**src/hw/rtl/tnri_pkg.sv**
```systemverilog
// shared types, widths and constants of the two-nearest reference interpolator
// used by every module of the block, depends on nothing
package tnri_pkg;

	localparam int CHAN_W   = 12;
	localparam int NUM_CHAN = 3;
	localparam int PH_W     = 10;
	localparam int REF_W    = 46;
	localparam int SQ_W     = 2 * CHAN_W;
	localparam int DIST_W   = 26;
	localparam int SUM_W    = DIST_W + 1;
	localparam int PHOUT_W  = 17;
	localparam int NUM_W    = PHOUT_W + DIST_W;
	localparam int IDX_W    = 3;
	localparam int MAX_REFS = 8;

	localparam logic [PHOUT_W-1:0] PH_SCALE  = 17'd100;
	localparam logic [PHOUT_W-1:0] PH_OUT_MAX = 17'd102300;

	typedef logic [CHAN_W-1:0]  chan_t;
	typedef logic [REF_W-1:0]   ref_t;
	typedef logic [PH_W-1:0]    ph_t;
	typedef logic [DIST_W-1:0]  dist_t;
	typedef logic [IDX_W-1:0]   idx_t;

	// reference colours after reset: 6.80, 7.20, 7.50, 7.80, 8.20, spare entries zero
	localparam ref_t REF_RESET [MAX_REFS] = '{
		46'd46748382907720,
		46'd49506559676220,
		46'd51554712619620,
		46'd53615456832470,
		46'd56367756905100,
		46'd0,
		46'd0,
		46'd0
	};

	// fields that ride beside the quotient through the divider
	typedef struct packed {
		logic [PHOUT_W-1:0] base;
		logic               neg;
		logic               zero;
		idx_t               near_idx;
		idx_t               second_idx;
		dist_t              near_dist;
	} side_t;

	function automatic chan_t chan_of(input ref_t r, input int c);
		return r[c*CHAN_W +: CHAN_W];
	endfunction

	function automatic ph_t ph_of(input ref_t r);
		return r[REF_W-1 -: PH_W];
	endfunction

	function automatic chan_t abs_diff(input chan_t a, input chan_t b);
		return (a >= b) ? (a - b) : (b - a);
	endfunction

endpackage

```
**src/hw/rtl/tnri_select.sv**
```systemverilog
// nearest and second-nearest search, blend setup and the weight product
// depends on tnri_pkg
module tnri_select #(
	parameter int NUM_REFERENCES = 5
) (
	input  logic                             clk,
	input  logic                             arst_n,
	input  logic                             in_valid,
	output logic                             in_ready,
	input  tnri_pkg::dist_t                  dist_sq [NUM_REFERENCES],
	input  tnri_pkg::ref_t                   refs [NUM_REFERENCES],
	output logic                             out_valid,
	input  logic                             out_ready,
	output logic [tnri_pkg::NUM_W-1:0]       num,
	output logic [tnri_pkg::SUM_W-1:0]       den,
	output tnri_pkg::side_t                  side
);
	import tnri_pkg::*;

	logic v_s4, v_s5, v_s6;
	logic en4, en5, en6;

	dist_t near_dist_s4, second_dist_s4;
	ph_t   near_ph_s4, second_ph_s4;
	idx_t  near_idx_s4, second_idx_s4;

	logic [PHOUT_W-1:0] mag_s5;
	logic [SUM_W-1:0]   sum_s5;
	side_t              side_s5;

	logic [NUM_W-1:0]   num_s6;
	logic [SUM_W-1:0]   den_s6;
	side_t              side_s6;

	dist_t jd, kd;
	ph_t   jp, kp;
	idx_t  ji, ki;

	logic               neg_c;
	ph_t                pdiff_c;

	// ordered scan, strict less-than keeps the lower index on a tie
	always_comb begin
		if (dist_sq[1] < dist_sq[0]) begin
			jd = dist_sq[1];
			jp = ph_of(refs[1]);
			ji = IDX_W'(1);
			kd = dist_sq[0];
			kp = ph_of(refs[0]);
			ki = IDX_W'(0);
		end else begin
			jd = dist_sq[0];
			jp = ph_of(refs[0]);
			ji = IDX_W'(0);
			kd = dist_sq[1];
			kp = ph_of(refs[1]);
			ki = IDX_W'(1);
		end
		for (int i = 2; i < NUM_REFERENCES; i++) begin
			if (dist_sq[i] < jd) begin
				kd = jd;
				kp = jp;
				ki = ji;
				jd = dist_sq[i];
				jp = ph_of(refs[i]);
				ji = IDX_W'(i);
			end else if (dist_sq[i] < kd) begin
				kd = dist_sq[i];
				kp = ph_of(refs[i]);
				ki = IDX_W'(i);
			end
		end
	end

	assign neg_c   = second_ph_s4 < near_ph_s4;
	assign pdiff_c = neg_c ? (near_ph_s4 - second_ph_s4) : (second_ph_s4 - near_ph_s4);

	assign en6      = !v_s6 || out_ready;
	assign en5      = !v_s5 || en6;
	assign en4      = !v_s4 || en5;
	assign in_ready = en4;

	always_ff @(posedge clk or negedge arst_n) begin
		if (!arst_n) begin
			v_s4 <= 1'b0;
			v_s5 <= 1'b0;
			v_s6 <= 1'b0;
		end else begin
			if (en4) begin
				v_s4 <= in_valid;
			end
			if (en5) begin
				v_s5 <= v_s4;
			end
			if (en6) begin
				v_s6 <= v_s5;
			end
		end
	end

	always_ff @(posedge clk) begin
		if (en4) begin
			near_dist_s4   <= jd;
			second_dist_s4 <= kd;
			near_ph_s4     <= jp;
			second_ph_s4   <= kp;
			near_idx_s4    <= ji;
			second_idx_s4  <= ki;
		end
		if (en5) begin
			sum_s5             <= SUM_W'(near_dist_s4) + SUM_W'(second_dist_s4);
			mag_s5             <= PHOUT_W'(pdiff_c) * PH_SCALE;
			side_s5.base       <= PHOUT_W'(near_ph_s4) * PH_SCALE;
			side_s5.neg        <= neg_c;
			side_s5.zero       <= (near_dist_s4 == '0) && (second_dist_s4 == '0);
			side_s5.near_idx   <= near_idx_s4;
			side_s5.second_idx <= second_idx_s4;
			side_s5.near_dist  <= near_dist_s4;
		end
		if (en6) begin
			num_s6  <= NUM_W'(mag_s5) * NUM_W'(side_s5.near_dist);
			den_s6  <= sum_s5;
			side_s6 <= side_s5;
		end
	end

	assign out_valid = v_s6;
	assign num       = num_s6;
	assign den       = den_s6;
	assign side      = side_s6;

endmodule

```
**config.mk**
```make
export PLATFORM = sky130hd
export DESIGN_NAME = tnri_select
export DESIGN_NICKNAME = d
export VERILOG_FILES = /design/src/hw/rtl/tnri_pkg.sv /design/src/hw/rtl/tnri_select.sv
export SDC_FILE = /design/constraint.sdc
export NUM_CORES = 2
export LEC_CHECK = 0
export ABC_AREA = 1
export BUFFER_PORTS_ARGS = -buffer_cell sky130_fd_sc_hd__buf_2
export CAP_MARGIN = 10
export CORE_UTILIZATION = 25
export DETAILED_ROUTE_END_ITERATION = 8
export PLACE_DENSITY = 0.51
export SYNTH_ARGS = -nofsm -noshare
export SYNTH_HDL_FRONTEND = slang
export SYNTH_SLANG_ARGS = --single-unit
```
**constraint.sdc**
```tcl
create_clock -name clk -period 7.95 [get_ports clk]
set_clock_uncertainty 0.1 [all_clocks]
set_input_delay 0.795 -clock clk [delete_from_list [all_inputs] [get_ports clk]]
set_output_delay 0.795 -clock clk [all_outputs]
set_load 0.01 [all_outputs]
```
# Word-level counts from Yosys, hierarchy flattened
# Cells that the tools add are included.
# classes
magnitude_cmp	8
multipliers	3
muxes	33
addsub	3
n_reduce_logical	9
# op_table
operator	n
26-bit 2-to-1 mux	11
26-bit less-than comparator	7
10-bit 2-to-1 mux	12
26-bit zero test	2
15-bit by 26-bit multiplier with 41-bit output	1
10-bit by 5-bit multiplier with 15-bit output (second input constant)	2
26-bit by 26-bit adder with 27-bit output	1
3-bit 2-to-1 mux	8
10-bit subtractor	2
10-bit less-than comparator	1
1-bit zero test	3
1-bit logical OR	3
1-bit 2-to-1 mux	2
1-bit logical AND	1
# totals
input_bits	364
out_inout_bits	123
wordCells	81
reg_bits	289

# Logic depth before layout (Yosys ltp)
# logic_depth
ltp_word	11
ltp_mapped	58
depth_no_buf	54

# Worst setup path after synthesis
# OpenSTA, ideal clock, no wires.
# synth_path
kind	in2reg
startpoint	in dist_sq[129] (netlist bit)
endpoint	reg second_idx_s4[1] (data pin)
path_stages	48
arrival_time_ns	7.977
slack_ns	-0.377
t_required_ns	7.600
cell_sequence	inv_1 ha_1 nand2_1 inv_2 nand2_2 nor2_2 nand2_1 nor2_1 nor2_4 nand2_4 clkbuf_1 clkbuf_1 nand2_1 o21ai_0 inv_1 ha_1 nand2_1 or4_1 [... 12 more ...] nor4_1 nand2_2 nand2_4 inv_1 buf_2 o211ai_1 o21ai_0 ha_1 a21oi_1 nor2_1 a211oi_1 o221ai_1 a21oi_1 clkbuf_1 clkbuf_1 nand3_1 nand3_1 inv_1
# synth_between
elab_chain_cells	11
# synth_rtl
element	line_no	rtl
start, declared	tnri_select.sv:10	input tnri_pkg::dist_t dist_sq [NUM_REFERENCES],
26-bit less-than comparator	tnri_select.sv:44	if (dist_sq[1] < dist_sq[0]) begin
26-bit 2-to-1 mux	tnri_select.sv:44	
26-bit less-than comparator	tnri_select.sv:67	end else if (dist_sq[i] < kd) begin
26-bit 2-to-1 mux	tnri_select.sv:67	
26-bit 2-to-1 mux	tnri_select.sv:60	if (dist_sq[i] < jd) begin
26-bit less-than comparator	tnri_select.sv:67	
26-bit 2-to-1 mux	tnri_select.sv:67	
26-bit 2-to-1 mux	tnri_select.sv:60	
26-bit less-than comparator	tnri_select.sv:67	
3-bit 2-to-1 mux	tnri_select.sv:67	
3-bit 2-to-1 mux *	tnri_select.sv:60	
net ki[1]	tnri_select.sv:37	idx_t ji, ki;
end signal, assigned	tnri_select.sv:108	second_idx_s4 <= ki;
end, declared	tnri_select.sv:25	idx_t near_idx_s4, second_idx_s4;
# The timed path passes the listed nets; every way through them passes the cells marked *.
# A chain may end at the register's enable or synchronous reset.

# Worst setup path in the final report
# layout_path
startpoint	in dist_sq[113] (netlist bit)
endpoint	reg second_dist_s4[9] (data pin)
# layout_between
elab_chain_cells	11
# layout_rtl
element	line_no	rtl
26-bit less-than comparator	tnri_select.sv:44	
26-bit 2-to-1 mux	tnri_select.sv:44	
26-bit less-than comparator	tnri_select.sv:67	
26-bit 2-to-1 mux	tnri_select.sv:67	
26-bit 2-to-1 mux	tnri_select.sv:60	
26-bit less-than comparator	tnri_select.sv:67	
26-bit 2-to-1 mux	tnri_select.sv:67	
26-bit 2-to-1 mux	tnri_select.sv:60	
26-bit less-than comparator	tnri_select.sv:67	
26-bit 2-to-1 mux	tnri_select.sv:67	
26-bit 2-to-1 mux *	tnri_select.sv:60	
net kd[9]	tnri_select.sv:35	dist_t jd, kd;
end signal, assigned	tnri_select.sv:104	second_dist_s4 <= kd;
end, declared	tnri_select.sv:23	dist_t near_dist_s4, second_dist_s4;
# Marks and branches as above.

==> impl_metrics.yaml <==
outcome:
  status: "finished clean"
final_layout:
  syn_to_final_growth_pct: 31.3
  seq_area_mm2: 0.00866
  multi_input_area_mm2: 0.0220
  drive_above_1_share_pct: 24.8
  nNetsFinal: 5520
  fin_cells: 6211
  fill_cells: 13308
global_routing:
  grt_remaining_overflow: 0
  grt_max_degree: 66
  use_met2_pct: 25.2
  grt_pass1_vias: 27017
  use_met3_pct: 4.15
  grt_antenna_before_repair: 54
  grt_usage_pct: 15.1
  grt-busiest-layer: "met2"
  globalRouteMet1Util_pct: 18.9
  grt_pass1_wl_mm: 154
synth:
  synthCells: 3800
  syn_area_mm2: 0.0325
  yosys.area_share.adder_pct: 34.9
  synth_flop_cell: "edfxtp_1"
  ys_seq_elements: 289
  synthSimpleGateAreaFrac_pct: 15.2
  ys_seq_area_share_pct: 26.6
  synth.most_common_cell: "nand2_1"
  yosysUniqueCellTypes: 46
  synth_xor_area_share_pct: 2.45
  synth-edff-count: 286
  synth_top_family_by_area: "adder cells"
  synthTopCellsByArea: "edfxtp_1, fa_1, ha_1, nand2_1, inv_1"
  synth_common_cells: "nand2_1, inv_1, ha_1, fa_1, edfxtp_1"
  postSynthAreaPerCell_um2: 8.56
  async_flop_share_pct: 1.04
  synth-compound-area-share_pct: 9.72
  netlist.area_leader.share_pct: 26.4
  yosysTopAreaCell: "edfxtp_1"
  synthMuxAreaShare_pct: 0.246
  yosys_warnings: 0
sta:
  min_period_ps: 7720
  max-slew-margin-rel_pct: 44.9
  finalSetupViolations: 0
  fmax_ghz: 0.130
  period_share_pct: 97.1
  hold_viol_final: 0
  drv_slew: 0
  worst_pin_slew_ps: 827
  rsz0062_at_grt: "true"
  worst_slack_ps: 229
routing:
  post_drt_wl_per_cell_um: 16.6
  drt_pass1_iterations: 5
  routed_wirelength_mm: 103
  vias_per_cell: 4.40
  drt_iter0_drc: 1260
  ant_nets: 0
  drc_errors: 0
  dr_total_vias: 27326
placement:
  dp_slack_ps: -1050
  numPortBuffers: 302
  dp_cells: 6057
  hpwl_mm: 84.6
  gp_congestion: 0.872
clock_network:
  worstSkewPairLatency_ps: 560
  numCtsBuffers: 37
  tritoncts: "done"
  clockBufferDepth: 3
  htreeDepth: 2
  root_buffer: "clkbuf_16"
  cts.clk_slew.worst_paths_ps: 60
  cts_sinks: 289
min_path:
  whs_endpoint: "den[11]"
  min_path_type: "reg2reg"
  worstHoldStart: "sum_s5[11]"
  hold_path_depth: 0
worst_setup_path:
  cp.required_ps: 8160
  cp_data_arrival_time_ps: 7930
  slowest_stage: "or4_4"
  rrSetupSlack_ps: 650
  startpoint_type: "input port"
  critPathKind: "in2reg"
  end_kind: "flip-flop"
  critPathMaxFanout: 8
  worstRegToRegCells: 33
  max_stage_delay_ps: 550
  startpoint: "dist_sq[113]"
  r2r_end: "num[41]"
  timing.rr.start: "mag_s5[2]"
die:
  die_h_um: 363
  initial_core_util_pct: 25.3
  row_count: 131
  die_area_mm2: 0.132
  ios: 487
  die_w_um: 363
  core_area_mm2: 0.128
run:
  drv_cap: 0
[flip-flops by register name, indices dropped and copies added (netlist names)]
register,cells
sum_s5,27
out_valid,1
second_dist_s4,26
v_s5,1
near_idx_s4,3
num,41
v_s4,1
mag_s5,15
second_ph_s4,10
near_dist_s4,26
side_s5,49
side,49
den,27
second_idx_s4,3
near_ph_s4,10
[final cells by class]
| type | instances | share of cell area [%] |
|---|---|---|
| Multi-Input combinational cell | 2598 | 51.6 |
| Sequential cell | 289 | 20.3 |
| Timing Repair Buffer | 752 | 13.4 |
| Inverter | 763 | 6.83 |
| Tap cell | 1729 | 5.06 |
| Clock buffer | 39 | 2.19 |
| Clock inverter | 24 | 0.545 |
| Antenna cell | 16 | 0.0937 |
| Timing Repair inverter | 1 | 0.0117 |
[through the flow]
| stage | setup TNS, ps | hold WS, ps | util [%] | instance area [um^2] |
|---|---|---|---|---|
| CTS | 0 | 281 | 31.1 | 40000 |
| finish | 0 | 303 | 33.3 | 42700 |
| floorplan | 0 | 300 | - | 32600 |
| detailed placement | -65560 | 306 | 30.1 | 38700 |
| global placement | -60080 | 303 | 30.1 | 38700 |
| global route | -4950 | 302 | 33.3 | 42700 |
[critical path: cells and delay by family]
kind	cells	cell delay, ps
compound gates	6	820
fa+ha+maj	4	1070
buf+inv	12	1400
simple gates	23	3840
[per-layer routing]
metal  vias up  wire length [um]
li1      13527                 -
met1     12977             43600
met2       595             48900
met3       161              7360
met4        66              2900
met5         -               385
[worst max-delay path by stage]
stage                              end  cells past startpoint
finish               second_dist_s4[9]                     45
global route         second_dist_s4[9]                     51
CTS                   second_idx_s4[1]                     50
detailed placement  second_dist_s4[14]                     52
global placement    second_dist_s4[19]                     54
floorplan             second_idx_s4[1]                     48
[layout by cell type (no fill, tap or decap), types with 30 or more instances in the layout]
master     instances
a21oi_1          169
buf_12            33
buf_2            288
buf_4            385
clkbuf_16         50
edfxtp_1         286
fa_1             323
ha_1             350
ha_4              40
inv_1            719
nand2_1          864
nand2_2           42
nand2_4           30
nand3_1          102
nor2_1            70
o211ai_1          31
o21ai_0          165
o21ai_1           47
xor2_1            65
[logic make-up (layout without fill, tap and decap cells)]
group / after synthesis / after routing
buffers and inverters: 917 / 1579
multiplexers: 8 / 8
XOR/XNOR: 91 / 91
AND/OR/NAND/NOR: 1216 / 1217
other: 1 / 20
AO/OA/AOI/OAI: 564 / 564
adder cells (fa/ha/maj): 714 / 714
flip-flops: 289 / 289
[timing repair]
item                                    in CTS  in global routing
setup buffers                                1                 60
hold buffers                                 1                  0
gates resized for setup                     31                435
endpoints found under the setup margin      77                 80
pin swaps                                    1                110
hold endpoints to repair                     3                  0
cloned                                       0                 17
Power is not shown: default switching activity piles up to over one toggle a cycle in this logic, so the estimate is an artifact.
