$ cat src/hw/rtl/tnri_pkg.sv
// shared types, widths and constants of the two-nearest reference interpolator
// used by every module of the block, depends on nothing
package tnri_pkg;

	localparam int CHAN_W   = 12;
	localparam int NUM_CHAN = 3;
	localparam int PH_W     = 10;
	localparam int REF_W    = 46;
	localparam int SQ_W     = 2 * CHAN_W;
	localparam int DIST_W   = 26;
	localparam int SUM_W    = DIST_W + 1;
	localparam int PHOUT_W  = 17;
	localparam int NUM_W    = PHOUT_W + DIST_W;
	localparam int IDX_W    = 3;
	localparam int MAX_REFS = 8;

	localparam logic [PHOUT_W-1:0] PH_SCALE  = 17'd100;
	localparam logic [PHOUT_W-1:0] PH_OUT_MAX = 17'd102300;

	typedef logic [CHAN_W-1:0]  chan_t;
	typedef logic [REF_W-1:0]   ref_t;
	typedef logic [PH_W-1:0]    ph_t;
	typedef logic [DIST_W-1:0]  dist_t;
	typedef logic [IDX_W-1:0]   idx_t;

	// reference colours after reset: 6.80, 7.20, 7.50, 7.80, 8.20, spare entries zero
	localparam ref_t REF_RESET [MAX_REFS] = '{
		46'd46748382907720,
		46'd49506559676220,
		46'd51554712619620,
		46'd53615456832470,
		46'd56367756905100,
		46'd0,
		46'd0,
		46'd0
	};

	// fields that ride beside the quotient through the divider
	typedef struct packed {
		logic [PHOUT_W-1:0] base;
		logic               neg;
		logic               zero;
		idx_t               near_idx;
		idx_t               second_idx;
		dist_t              near_dist;
	} side_t;

	function automatic chan_t chan_of(input ref_t r, input int c);
		return r[c*CHAN_W +: CHAN_W];
	endfunction

	function automatic ph_t ph_of(input ref_t r);
		return r[REF_W-1 -: PH_W];
	endfunction

	function automatic chan_t abs_diff(input chan_t a, input chan_t b);
		return (a >= b) ? (a - b) : (b - a);
	endfunction

endpackage

$ cat src/hw/rtl/tnri_divide.sv
// pipelined restoring divider, one quotient bit per stage
// depends on tnri_pkg
module tnri_divide (
	input  logic                         clk,
	input  logic                         arst_n,
	input  logic                         in_valid,
	output logic                         in_ready,
	input  logic [tnri_pkg::NUM_W-1:0]   num,
	input  logic [tnri_pkg::SUM_W-1:0]   den,
	input  tnri_pkg::side_t              side_in,
	output logic                         out_valid,
	input  logic                         out_ready,
	output logic [tnri_pkg::PHOUT_W-1:0] quo,
	output tnri_pkg::side_t              side_out
);
	import tnri_pkg::*;

	localparam int QUO_W = PHOUT_W;

	logic               v_s   [QUO_W];
	logic               en    [QUO_W];
	logic [NUM_W-1:0]   rem_s [QUO_W];
	logic [QUO_W-1:0]   quo_s [QUO_W];
	logic [SUM_W-1:0]   den_s [QUO_W];
	side_t              side_s[QUO_W];

	for (genvar k = 0; k < QUO_W; k++) begin : g_stage
		localparam int BIT = QUO_W - 1 - k;

		logic [NUM_W-1:0] rem_in;
		logic [QUO_W-1:0] quo_in;
		logic [SUM_W-1:0] den_in;
		side_t            sd_in;
		logic             v_in;
		logic             en_next;
		logic [NUM_W:0]   shifted;
		logic             ge;

		if (k == 0) begin : g_first
			assign rem_in = num;
			assign quo_in = '0;
			assign den_in = den;
			assign sd_in  = side_in;
			assign v_in   = in_valid;
		end else begin : g_next
			assign rem_in = rem_s[k-1];
			assign quo_in = quo_s[k-1];
			assign den_in = den_s[k-1];
			assign sd_in  = side_s[k-1];
			assign v_in   = v_s[k-1];
		end

		if (k == QUO_W - 1) begin : g_last
			assign en_next = out_ready;
		end else begin : g_mid
			assign en_next = en[k+1];
		end

		assign en[k]   = !v_s[k] || en_next;
		assign shifted = (NUM_W + 1)'(den_in) << BIT;
		assign ge      = {1'b0, rem_in} >= shifted;

		always_ff @(posedge clk or negedge arst_n) begin
			if (!arst_n) begin
				v_s[k] <= 1'b0;
			end else if (en[k]) begin
				v_s[k] <= v_in;
			end
		end

		always_ff @(posedge clk) begin
			if (en[k]) begin
				rem_s[k]  <= ge ? (rem_in - shifted[NUM_W-1:0]) : rem_in;
				quo_s[k]  <= quo_in | (ge ? (QUO_W'(1) << BIT) : QUO_W'(0));
				den_s[k]  <= den_in;
				side_s[k] <= sd_in;
			end
		end
	end

	assign in_ready  = en[0];
	assign out_valid = v_s[QUO_W-1];
	assign quo       = quo_s[QUO_W-1];
	assign side_out  = side_s[QUO_W-1];

endmodule

$ cat config.mk
export PLATFORM = sky130hd
export DESIGN_NAME = tnri_divide
export DESIGN_NICKNAME = d
export VERILOG_FILES = /design/src/hw/rtl/tnri_pkg.sv /design/src/hw/rtl/tnri_divide.sv
export SDC_FILE = /design/constraint.sdc
export NUM_CORES = 2
export LEC_CHECK = 0
export BUFFER_PORTS_ARGS = -buffer_cell sky130_fd_sc_hd__buf_4
export CORE_MARGIN = 2
export CORE_UTILIZATION = 43
export CTS_CLUSTER_SIZE = 28
export DETAILED_ROUTE_END_ITERATION = 12
export SETUP_SLACK_MARGIN = 0.3
export SYNTH_ARGS = -nofsm -noshare
export SYNTH_HDL_FRONTEND = slang
export SYNTH_SLANG_ARGS = --single-unit
$ cat constraint.sdc
create_clock -name clk -period 33.2 [get_ports clk]
set_input_delay 1.66 -clock clk [delete_from_list [all_inputs] [get_ports clk]]
set_output_delay 1.66 -clock clk [all_outputs]
set_load 0.1 [all_outputs]
# [Word-level counts from Yosys, hierarchy flattened]
# Memory sizes are Yosys's and may differ from the RTL's.
# Cells that the tools add are included.
[op_classes] n_addsub=17 magnitude_cmp=17 muxes=68 n_bitwise=16 reduce_logical=34
[op_table] cell="two-way mux 43 bit" n=17
[op_table] cell=">= comparator 43 x 27 -> 1 bit" n=1
[op_table] cell=">= comparator 43 x 28 -> 1 bit" n=1
[op_table] cell=">= comparator 43 x 29 -> 1 bit" n=1
[op_table] cell=">= comparator 43 x 30 -> 1 bit" n=1
[op_table] cell=">= comparator 43 x 31 -> 1 bit" n=1
[op_table] cell=">= comparator 43 x 32 -> 1 bit" n=1
[op_table] cell=">= comparator 43 x 33 -> 1 bit" n=1
[op_table] cell=">= comparator 43 x 34 -> 1 bit" n=1
[op_table] cell=">= comparator 43 x 35 -> 1 bit" n=1
[op_table] cell=">= comparator 43 x 36 -> 1 bit" n=1
[op_table] cell=">= comparator 43 x 37 -> 1 bit" n=1
[op_table] cell=">= comparator 43 x 38 -> 1 bit" n=1
[op_table] cell=">= comparator 43 x 39 -> 1 bit" n=1
[op_table] cell=">= comparator 43 x 40 -> 1 bit" n=1
[op_table] cell=">= comparator 43 x 41 -> 1 bit" n=1
[op_table] cell=">= comparator 43 x 42 -> 1 bit" n=1
[op_table] cell=">= comparator 43 bit" n=1
[op_table] cell="subtractor 43 x 27 -> 43 bit" n=1
[op_table] cell="subtractor 43 x 28 -> 43 bit" n=1
[op_table] cell="subtractor 43 x 29 -> 43 bit" n=1
[op_table] cell="subtractor 43 x 30 -> 43 bit" n=1
[op_table] cell="subtractor 43 x 31 -> 43 bit" n=1
[op_table] cell="subtractor 43 x 32 -> 43 bit" n=1
[op_table] cell="46 further kinds" n=112
[word_totals] reg_bits=17 mem_bits_rw=2346 in_bits=125 out_inout_bits=70 wordCells=173 mem_count=4
[mem_list] name="side_s" words=17 word_bits=51 read_ports=17 rd_clocked_by_memory_dff=0 write_ports=17 line_no="tnri_divide.sv:25" source="side_t side_s[QUO_W];"
[mem_list] name="rem_s" words=17 word_bits=43 read_ports=16 rd_clocked_by_memory_dff=0 write_ports=17 line_no="tnri_divide.sv:22" source="logic [NUM_W-1:0] rem_s [QUO_W];"
[mem_list] name="den_s" words=17 word_bits=27 read_ports=16 rd_clocked_by_memory_dff=0 write_ports=17 line_no="tnri_divide.sv:24" source="logic [SUM_W-1:0] den_s [QUO_W];"
[mem_list] name="quo_s" words=17 word_bits=17 read_ports=17 rd_clocked_by_memory_dff=0 write_ports=17 line_no="tnri_divide.sv:23" source="logic [QUO_W-1:0] quo_s [QUO_W];"

# [Logic depth before layout (Yosys ltp)]
[depth] word_depth=20 ltp_mapped=15 ltp_nobuf=14

# [Worst setup path before layout]
# OpenSTA, ideal clock, no wires.
[synth_path] path_type="input port to output port" startpoint="in out_ready" endpoint="out in_ready" t_arrival_ns=20.781 required_time_ns=31.540 setup_slack_ns=10.759 stages=12 n_path_buf=0 path_cell_list="nand2b_1 -> nor2_1 -> inv_1 -> nor2_1 -> and3_1 -> nand3_1 -> nor2_1 -> nand3_1 -> nor2_1 -> nand3_1 -> nor2_1 -> nand2_1"
[synth_via] elab_chain_len=17
[synth_lines] element="start: declaration" line_no="tnri_divide.sv:12" source="input logic out_ready,"
[synth_lines] element="logical OR 1 bit (2 in a row)" line_no="tnri_divide.sv:59" source="assign en[k] = !v_s[k] || en_next;"
[synth_lines] element="named net g_stage[14].en_next" line_no="tnri_divide.sv:35" source="logic en_next;"
[synth_lines] element="logical OR 1 bit (7 in a row)" line_no="tnri_divide.sv:59"
[synth_lines] element="named net g_stage[7].en_next" line_no="tnri_divide.sv:35"
[synth_lines] element="logical OR 1 bit (3 in a row)" line_no="tnri_divide.sv:59"
[synth_lines] element="named net g_stage[4].en_next" line_no="tnri_divide.sv:35"
[synth_lines] element="logical OR 1 bit (3 in a row)" line_no="tnri_divide.sv:59"
[synth_lines] element="named net g_stage[1].en_next" line_no="tnri_divide.sv:35"
[synth_lines] element="logical OR 1 bit (2 in a row)" line_no="tnri_divide.sv:59"
[synth_lines] element="end: declaration" line_no="tnri_divide.sv:7" source="output logic in_ready,"
# The timed path passes the listed nets, and every way through them passes these cells.

# [Final worst setup path]
[layout_path] startpoint="in out_ready" endpoint="out in_ready"
[layout_via] elab_chain_len=17
[layout_lines] element="logical OR 1 bit" line_no="tnri_divide.sv:59"
[layout_lines] element="named net g_stage[15].en_next" line_no="tnri_divide.sv:35"
[layout_lines] element="logical OR 1 bit" line_no="tnri_divide.sv:59"
[layout_lines] element="named net g_stage[14].en_next" line_no="tnri_divide.sv:35"
[layout_lines] element="logical OR 1 bit (7 in a row)" line_no="tnri_divide.sv:59"
[layout_lines] element="named net g_stage[7].en_next" line_no="tnri_divide.sv:35"
[layout_lines] element="logical OR 1 bit (3 in a row)" line_no="tnri_divide.sv:59"
[layout_lines] element="named net g_stage[4].en_next" line_no="tnri_divide.sv:35"
[layout_lines] element="logical OR 1 bit (3 in a row)" line_no="tnri_divide.sv:59"
[layout_lines] element="named net g_stage[1].en_next" line_no="tnri_divide.sv:35"
[layout_lines] element="logical OR 1 bit (2 in a row)" line_no="tnri_divide.sv:59"
# The timed path passes the listed nets, and every way through them passes these cells.

==> run_results.csv <==
group,metric,value,unit
status,status,"finished clean",
sta,fin_crit,8.94,ns
yosys,post_synth_instance_area,96300,µm²
setup_path,reg2reg_slack,26.47,ns
sta,achievable-frequency,112,MHz
setup_path,required,31.54,ns
floorplanning,pin_count,195,
drt,vias,54600,
drt,drt_first_iter_violations,2917,
min_path,worstHoldStart,"side_s[1][331]$_DFFE_PP_",
cts,cts_root_buffer,"clkbuf_16",
global_routing,grt_pass1_vias,55600,
yosys,avgSynthCellArea,13.6,µm²
yosys,synth_edf_count,2140,
cts,cts.htree.levels,4,
min_path,whs_path_depth,0,
drt,viasPerCell,5.16,
cts,clk_latency,0.85,ns
finish,synthToLayoutAreaGrowth,13.1,%
cts,cts_tree,"done",
finish,finalNetCount,8005,
yosys,ys_warn_count,0,
setup_path,start_kind,"input port",
sta,relSlewSlack,0.139,
setup_path,cp-startpoint,"out_ready",
sta,whs,0.392,ns
setup_path,cpMaxStageDelayCell,"nor2_1",
cts,clk_pin_slew_worst_paths,0.06,ns
yosys,syn_nets,7662,
yosys,synthArstFlopShare,0.00788,
cts,postCtsSetupRepairBufs,0,
sta,skew,0.0717,ns
yosys,synth-main-ff-cell,"edfxtp_1",
yosys,synthTopCellsByArea,"edfxtp_1 (67%), ha_1 (6.0%), a21oi_1 (2.4%)",
cts,numCtsBuffers,221,
yosys,syn_inst,7062,
setup_path,r2r_cells,15,
floorplanning,start_util,0.433,
sta,max_slew.worst_pin.slew,1.28,ns
yosys,ys_seq_area_frac,0.672,
setup_path,crit_arrival,7.28,ns
sta,finalMaxSlewViolations,0,
global_routing,grt_pass1_wl,298000,µm
floorplanning,die_w,477,µm
sta,setup_viol,0,
place,portBuffers,194,
setup_path,crit_path_max_fanout,62,
drt,wl_per_cell,17.7,µm
drt,ant_nets,0,
floorplanning,die_area,228000,µm²
setup_path,crit_path_max_incr_delay,0.73,ns
yosys,ys_ff_latch,2157,
yosys,yosysTopAreaCell,"edfxtp_1",
setup_path,crit_chain,"buf_4 -> nand2b_4 -> nor2_1 -> inv_6 -> nor2_1 -> and3_1 -> nand3_4 -> nor2_1 -> nand3_4 -> nor2_1 -> nand3_4 -> buf_4 -> nor2_1 -> nand2_4 -> buf_4",
finish,drive_above_1_share,0.102,
setup_path,timing.rr.end,"side_s[0][63]$_DFFE_PP_",
setup_path,path_common_cell,"nor2_1",
sta,fin_setup_tns,0,ns
setup_path,rr_startpoint,"out_valid$_DFFE_PN0P_",
yosys,synth_top_area_frac,0.667,
drt,firstDrtPassIters,8,
pwr,p_leak,42.3,nW
place,gp_congestion,0.962,
finish,layout_commonest_cell,"edfxtp_1",
pwr,ir_drop,0.0000475,V
setup_path,path_buf_inv,4,
global_routing,grt_max_degree,102,
floorplanning,core-area,223000,µm²
setup_path,setup.worst_path.class,"input port to primary output",
yosys,ys_types,96,
pwr,power.density,93.4,nW/µm²
cts,ctsResizeCount,0,
sta,finalCritPeriodShare,0.269,
run,timing.max_cap.violations,0,
global_routing,antenna_found_initial,2,
place,dp_hpwl,140000,µm
setup_path,crit_cells,15,
min_path,holdPathEnd,"side_s[1][382]$_DFFE_PP_",
setup_path,end_kind,"primary output",
global_routing,grt_usage,0.164,
drt,drc_errors,0,
cts,holdBufCountCts,0,
min_path,min-delay-path-class,"register to register",
setup_path,crit_family,"simple AND/OR/NAND/NOR gates",
finish,final_cell_mix,"edfxtp_1 (2140), inv_1 (590), a21oi_1 (465)",
floorplanning,die_h,477,µm
cts,clock_path_buffers,3,
cts,cts.sinks,2157,
global_routing,grt-ovfl-total,0,
drt,drt-total-wl,187000,µm
sta,rsz0062_at_grt,"false",
floorplanning,row_count,173,
finish,fillers,19000,
sta,hold_viol,0,
==> synthesized netlist by cell type, types with 20 or more instances <==
cell,n
o31a_1,20
nor2_1,402
o31ai_1,47
buf_2,37
clkbuf_1,68
a21boi_0,20
a21o_1,211
nand4_1,74
xnor2_1,251
nand2_1,463
or3_1,43
ha_1,459
o21ai_0,387
and3_1,32
a21oi_1,465
and2_1,20
nor3_1,101
mux2_2,75
a211oi_1,41
nand2b_1,90
o21a_1,66
a31oi_1,56
or4_1,21
edfxtp_1,2140
o21bai_1,36
inv_1,596
nor4_1,77
nor2b_1,70
o211ai_1,28
nand3_1,96
xor2_1,208
or2_2,27
==> cells by family (layout without fill, tap and decap cells) <==
kind of cell / count (synthesis) / count (layout) / share of synthesized area
compound gates: 1556 / 1556 / 0.101
xor+xnor: 459 / 459 / 0.0417
fa+ha+maj: 475 / 475 / 0.0630
buf+inv: 722 / 1260 / 0.0292
flops: 2157 / 2157 / 0.672
mux: 101 / 101 / 0.0123
other cells: 0 / 2 / 0
simple gates: 1592 / 1592 / 0.0807
==> layer usage <==
layer	GRT usage	wire, µm
met1	0.182	74600
met2	0.304	97200
met3	0.0242	5990
met4	0.0816	9420
met5	0	0
==> sequential cells by signal (all words and copies together) (netlist names) <==
signal,flops
den_s,432
rem_s,688
g_stage.v_in,16
quo_s,153
side_s,867
out_valid,1
==> layout make-up <==
cell class | count | area (µm²) | area share
diodes | 2 | 5.00 | 0.0000459
flip-flops and latches | 2157 | 64700 | 0.594
clock buffers | 278 | 5850 | 0.0537
inverters | 601 | 2280 | 0.0209
clock inverters | 140 | 1580 | 0.0145
multi-input cells | 4183 | 29000 | 0.266
repair buffers | 241 | 1820 | 0.0167
well taps | 2975 | 3720 | 0.0342
==> metrics by stage <==
| step | cells | setup slack [ns] | total power, mW | instance area, µm² | utilization |
|---|---|---|---|---|---|
| after floorplan | 7062 | 10.76 | 6.88 | 96300 | - |
| after global placement | 10200 | 24.16 | 7.67 | 101000 | 0.456 |
| after detailed placement | 10200 | 24.09 | 7.74 | 101000 | 0.456 |
| after CTS | 10600 | 24.06 | 10.2 | 109000 | 0.489 |
| after global routing | 10600 | 23.69 | 10.8 | 109000 | 0.490 |
| final | 10600 | 24.26 | 10.2 | 109000 | 0.490 |
==> report_power, final <==
part	internal, mW	switching [mW]	total [mW]	leakage, nW
registers	3.94	0.352	4.29	22.2
logic	1.44	1.99	3.43	16.5
clock network	1.42	1.03	2.46	3.59
==> how the worst max path moves through the flow <==
stage	slack, ns	to
3_5_place_dp	24.09	in_ready
2_1_floorplan	10.76	in_ready
4_1_cts	24.06	in_ready
6_report	24.26	in_ready
3_3_place_gp	24.16	in_ready
5_1_grt	23.69	in_ready
Note: power is estimated with default switching activity, not from simulation.
